### src/rtl/skms_pkg.sv
package skms_pkg;

    localparam int KEY_W      = 16;
    localparam int MAX_KEYS   = 4096;
    localparam int BLOCK_KEYS = 32;
    localparam int ROWS       = MAX_KEYS / BLOCK_KEYS;
    localparam int LANE_W     = $clog2(BLOCK_KEYS);
    localparam int ROW_W      = $clog2(ROWS);
    localparam int BLK_W      = ROW_W + 1;
    localparam int COUNT_W    = $clog2(MAX_KEYS) + 1;
    localparam int OUT_W      = 8;

    typedef enum logic [1:0] {
        OP_CLEAR  = 2'd0,
        OP_APPEND = 2'd1,
        OP_QUERY  = 2'd2,
        OP_NONE   = 2'd3
    } op_t;

    typedef enum logic [1:0] {
        ST_OK    = 2'd0,
        ST_ORDER = 2'd1,
        ST_FULL  = 2'd2
    } status_t;

    typedef enum logic [2:0] {
        S_IDLE,
        S_SRCH_RD,
        S_SRCH_CMP,
        S_BLK_RD,
        S_BLK_CMP,
        S_DONE
    } state_t;

    // Commands from the controller to the datapath.
    typedef struct packed {
        logic accept;
        logic search_step;
        logic block_cmp;
        logic load_out;
    } cmd_t;

    // Status from the datapath to the controller.
    typedef struct packed {
        logic query_in;
        logic search_done;
        logic out_free;
    } sts_t;

endpackage

### src/rtl/skms_ctrl.sv
module skms_ctrl (
    input  logic           clk,
    input  logic           rst_n,
    input  logic           in_valid,
    output logic           in_ready,
    input  skms_pkg::sts_t sts,
    output skms_pkg::cmd_t cmd
);
    import skms_pkg::*;

    state_t state_reg;
    state_t state_next;

    always_ff @(posedge clk or negedge rst_n)
    begin
        if (!rst_n)
        begin
            state_reg <= S_IDLE;
        end
        else
        begin
            state_reg <= state_next;
        end
    end

    always_comb
    begin
        state_next = state_reg;
        unique case (state_reg)
            S_IDLE:
            begin
                if (in_valid)
                begin
                    state_next = sts.query_in ? S_SRCH_RD : S_DONE;
                end
            end
            S_SRCH_RD:
            begin
                state_next = sts.search_done ? S_BLK_RD : S_SRCH_CMP;
            end
            S_SRCH_CMP:
            begin
                state_next = S_SRCH_RD;
            end
            S_BLK_RD:
            begin
                state_next = S_BLK_CMP;
            end
            S_BLK_CMP:
            begin
                state_next = S_DONE;
            end
            S_DONE:
            begin
                if (sts.out_free)
                begin
                    state_next = S_IDLE;
                end
            end
            default:
            begin
                state_next = S_IDLE;
            end
        endcase
    end

    always_comb
    begin
        cmd      = '0;
        in_ready = 1'b0;
        unique case (state_reg)
            S_IDLE:
            begin
                in_ready   = 1'b1;
                cmd.accept = in_valid;
            end
            S_SRCH_CMP:
            begin
                cmd.search_step = 1'b1;
            end
            S_BLK_CMP:
            begin
                cmd.block_cmp = 1'b1;
            end
            S_DONE:
            begin
                cmd.load_out = sts.out_free;
            end
            default:
            begin
                cmd = '0;
            end
        endcase
    end

endmodule

### config.mk
export PLATFORM = sky130hd
export DESIGN_NAME = skms_ctrl
export DESIGN_NICKNAME = d
export VERILOG_FILES = /design/src/rtl/skms_pkg.sv /design/src/rtl/skms_ctrl.sv
export SDC_FILE = /design/constraint.sdc
export NUM_CORES = 1
export LEC_CHECK = 0
export BUFFER_PORTS_ARGS = -buffer_cell sky130_fd_sc_hd__buf_2
export CORE_AREA = 2 2 39 41
export DETAILED_ROUTE_END_ITERATION = 7
export DIE_AREA = 0 0 41 43
export GPL_ROUTABILITY_DRIVEN = 1
export PLACE_DENSITY = 0.34
export REMOVE_ABC_BUFFERS = 1
export SYNTH_ARGS = -nofsm -noshare
export SYNTH_HDL_FRONTEND = slang
export SYNTH_SLANG_ARGS = --single-unit
### constraint.sdc
create_clock -name clk -period 2.9 [get_ports clk]
set_input_delay 0.87 -clock clk [delete_from_list [all_inputs] [get_ports clk]]
set_output_delay 0.87 -clock clk [all_outputs]
set_load 0.005 [all_outputs]
Yosys cells after proc, flatten, opt, wreduce, memory -nomap -nowiden

Cells that the tools add are included.

Register bits after elaboration: 3
Input port bits: 6
Word-level logic and storage cells: 20

Reduce and logical (&&, ||, !) cells: 2
Multiplexer cells: 10
Eq/ne operators: 7

Operators with widths:

| cell                 | number |
|---|---|
| $pmux W3 S6          | 1 |
| $mux W3              | 3 |
| $eq A3 B2 Y1 const B | 2 |
| $eq A3 B3 Y1 const B | 2 |
| $mux W1              | 6 |
| $ne A2 B2 Y1 const B | 2 |
| $eq A3 B1 Y1 const B | 1 |
| $logic_not A3 Y1     | 1 |
| $reduce_and A2 Y1    | 1 |

Logic depth before layout (Yosys ltp)

Depth in word-level cells: 3
Mapped depth: 3
Mapped depth without buffers: 3

Worst setup path before layout

No wires, ideal clock.

Kind: input port to output port
Start: input sts[0] (netlist bit)
End: output cmd[0] (netlist bit)
Stages on the path: 2
Path buffers: 0
Arrival: 1.029 ns
Slack: 1.001 ns
Path through: nand2_1 -> nor2_1

RTL lines:

| item        | RTL line       | RTL |
|---|---|---|
| from (decl) | skms_ctrl.sv:6 | `input skms_pkg::sts_t sts,` |
| to (decl)   | skms_ctrl.sv:7 | `output skms_pkg::cmd_t cmd` |

==> load_flow_metrics.sql <==
INSERT INTO impl_metrics (metric_group, metric, value, unit) VALUES
('routing', 'routed-via-count', '201', ''),
('worst_setup_path', 'critPathKind', 'flop to output pin', ''),
('logic_synthesis', 'post_synth_mux_area_share', '0', '%'),
('run', 'cap_viol_max_count', '0', ''),
('timing', 'worst_slew_pin_slew', '0.2951', 'ns'),
('finish', 'final_common_cell', 'buf_2', ''),
('clocking', 'cts_tree', 'done', ''),
('worst_setup_path', 'worstSetupStartpointType', 'flop', ''),
('logic_synthesis', 'postSynthRegisterBits', '3', ''),
('routing', 'wl_met2', '246', 'um'),
('placed_design', 'place_worst_setup_slack', '0.7905', 'ns'),
('pwr', 'p_comb_share', '38.8', '%'),
('global_routing', 'grt_usage', '6.848', '%'),
('placed_design', 'globalplace.congestion', '0.6927', ''),
('clocking', 'clk_latency', '0.23', 'ns'),
('timing', 'timing.final.crit_share', '73.37', '%'),
('placed_design', 'buffer_ports.inserted', '10', ''),
('worst_setup_path', 'crit_path_top_delay_cell', 'dfrtp_1', ''),
('pwr', 'sequentialPowerShare', '36.7', '%'),
('clocking', 'cts_resized', '0', ''),
('finish', 'post_route_cells_drive_above_1_share', '50.00', '%'),
('clocking', 'reg_clk_slew_reported_paths', '0.04', 'ns'),
('pwr', 'share_clk_of_total_power', '24.5', '%'),
('worst_setup_path', 'critical_path_required', '2.03', 'ns'),
('die', 'floorplan.core_area', '0.001384', 'mm^2'),
('timing', 'worst_slack', '0.7724', 'ns'),
('clocking', 'cts-htree-levels', '1', ''),
('min_path', 'min-delay-path-class', 'input pin to asynchronous set/reset pin', ''),
('pwr', 'leakage', '0.1373', 'nW'),
('logic_synthesis', 'netlist_instances', '21', ''),
('global_routing', 'via_count_of_the_first_global_routing_pass', '210', ''),
('pwr', 'power-per-cell-area', '1035', 'mW/mm^2'),
('routing', 'antenna_violating_nets_post_route', '0', ''),
('die', 'placement_rows', '14', ''),
('logic_synthesis', 'synth_simple_gate_area_share', '26.71', '%'),
('clocking', 'number_of_buffers_between_clock_root_and_the_deepest_sink', '2', ''),
('finish', 'fillCellCount', '167', ''),
('finish', 'sequential_area', '75.07', 'um^2'),
('worst_setup_path', 'top_fanout_value_on_the_critical_path', '8', ''),
('timing', 'max_slew_margin', '80.33', '%'),
('die', 'die_height', '43', 'um'),
('pwr', 'finalPower', '0.2964', 'mW'),
('timing', 'final.min_clock_period', '2.128', 'ns'),
('global_routing', 'grt_antenna_before_repair', '0', ''),
('die', 'floorplan.die.width', '41', 'um'),
('routing', 'wl_per_cell', '9.420', 'um'),
('clocking', 'cts_made_buffers', '3', ''),
('clocking', 'postCtsSetupBuffers', '0', ''),
('routing', 'post-route-drc-count', '0', ''),
('status', 'run_status', 'completed', ''),
('timing', 'timing.final.setup_violations', '0', ''),
('die', 'io_pins', '11', ''),
('logic_synthesis', 'synth_xor_area_share', '0', '%'),
('global_routing', 'grt_pass1_wl', '772', 'um'),
('pwr', 'cellInternalPower', '0.1774', 'mW'),
('pwr', 'switchingPower', '0.1190', 'mW'),
('logic_synthesis', 'yosys.cell_types.count', '16', ''),
('routing', 'postRouteWirelength', '471', 'um'),
('routing', 'viasPerCell', '4.020', ''),
('clocking', 'cts-root-buf', 'clkbuf_4', ''),
('routing', 'wl_met3', '26', 'um'),
('finish', 'final_core_util', '20.71', '%'),
('logic_synthesis', 'synth_area_per_cell', '9.593', 'um^2'),
('logic_synthesis', 'synth_top_family_by_area', 'simple AND/OR/NAND/NOR gates', ''),
('worst_setup_path', 'crit_path_cell_trace', 'nor3_2, and2_1, buf_2', ''),
('routing', 'top_layer_used', 'met3', ''),
('finish', 'antenna-diode-count', '0', ''),
('logic_synthesis', 'ys_warn_count', '0', ''),
('clocking', 'cts.sink_count', '3', ''),
('finish', 'synth_to_layout_area_growth', '42.24', '%'),
('timing', 'worst_clock_skew', '0.004331', 'ns');
[power by group through the flow]
| stage | combinational [mW] | sequential [mW] | clock (mW) |
|---|---|---|---|
| final | 0.115 | 0.109 | 0.0726 |
| after detailed placement | 0.116 | 0.110 | 0 |
| after CTS | 0.117 | 0.110 | 0.0749 |
| after global placement | 0.116 | 0.110 | 0 |
| after floorplan | 0.0820 | 0.0990 | 0 |
| after global routing | 0.132 | 0.115 | 0.0780 |
[synth_stat cells]
master	n	area [um^2]
and2_1	1	6.260
nand2_1	1	3.750
a221oi_2	1	15.01
nor2_1	2	7.510
nor3_2	1	10.01
nor3b_1	2	15.01
o31ai_2	1	12.51
inv_2	1	3.750
buf_6	1	11.26
o21ai_1	1	5.000
nand2b_1	1	6.260
o21a_1	2	15.01
nor3_1	1	5.000
inv_1	1	3.750
dfrtp_1	3	75.07
a31oi_1	1	6.260
[stage by stage]
stage               hold WS [ns]  area (um^2)  instances
floorplan                 0.5430        190.2         20
finish                    0.4243        286.5         50
global route              0.4232        286.5         50
global placement          0.6085        260.3         46
detailed placement        0.6141        260.3         46
CTS                       0.4199        286.5         50
[area by class of cell]
cell class / instances / area share [%]
Clock buffer: 4 / 9.170
Tap cell: 16 / 6.987
Timing Repair Buffer: 10 / 17.47
Multi-Input combinational cell: 15 / 37.55
Sequential cell: 3 / 26.20
Inverter: 2 / 2.620
[critical path: cells and delay by family, from the launching register on]
family | cells | cell delay (ns)
buffers and inverters | 1 | 0.10
and+or+nand+nor | 2 | 0.46
DFF | 1 | 0.46
[per-layer routing]
| metal | up-vias | global-route usage [%] |
|---|---|---|
| li1 | 101 | - |
| met1 | 94 | 7.143 |
| met2 | 6 | 9.688 |
| met3 | 0 | 1.571 |
| met4 | 0 | 8.000 |
| met5 | - | 0 |
[cell families after synthesis]
group | after synthesis
compound gates | 6
simple gates | 9
flops | 3
buf+inv | 3
[worst paths after layout]
| path | from | endpoint | slack (ns) | cells past startpoint |
|---|---|---|---|---|
| min | rst_n | state_reg[2]$_DFFE_PN0P_ | 0.42 | 1 |
| max | state_reg[1]$_DFFE_PN0P_ | cmd[3] | 0.77 | 3 |
| min in group clk | state_reg[2]$_DFFE_PN0P_ | state_reg[1]$_DFFE_PN0P_ | 0.61 | 1 |
| min reg2reg | state_reg[2]$_DFFE_PN0P_ | state_reg[1]$_DFFE_PN0P_ | 0.61 | 1 |
| max reg2reg | state_reg[2]$_DFFE_PN0P_ | state_reg[2]$_DFFE_PN0P_ | 1.88 | 3 |
| max in group asynchronous | rst_n | state_reg[1]$_DFFE_PN0P_ | 2.37 | 1 |
Note: power is estimated with default switching activity, not from simulation.
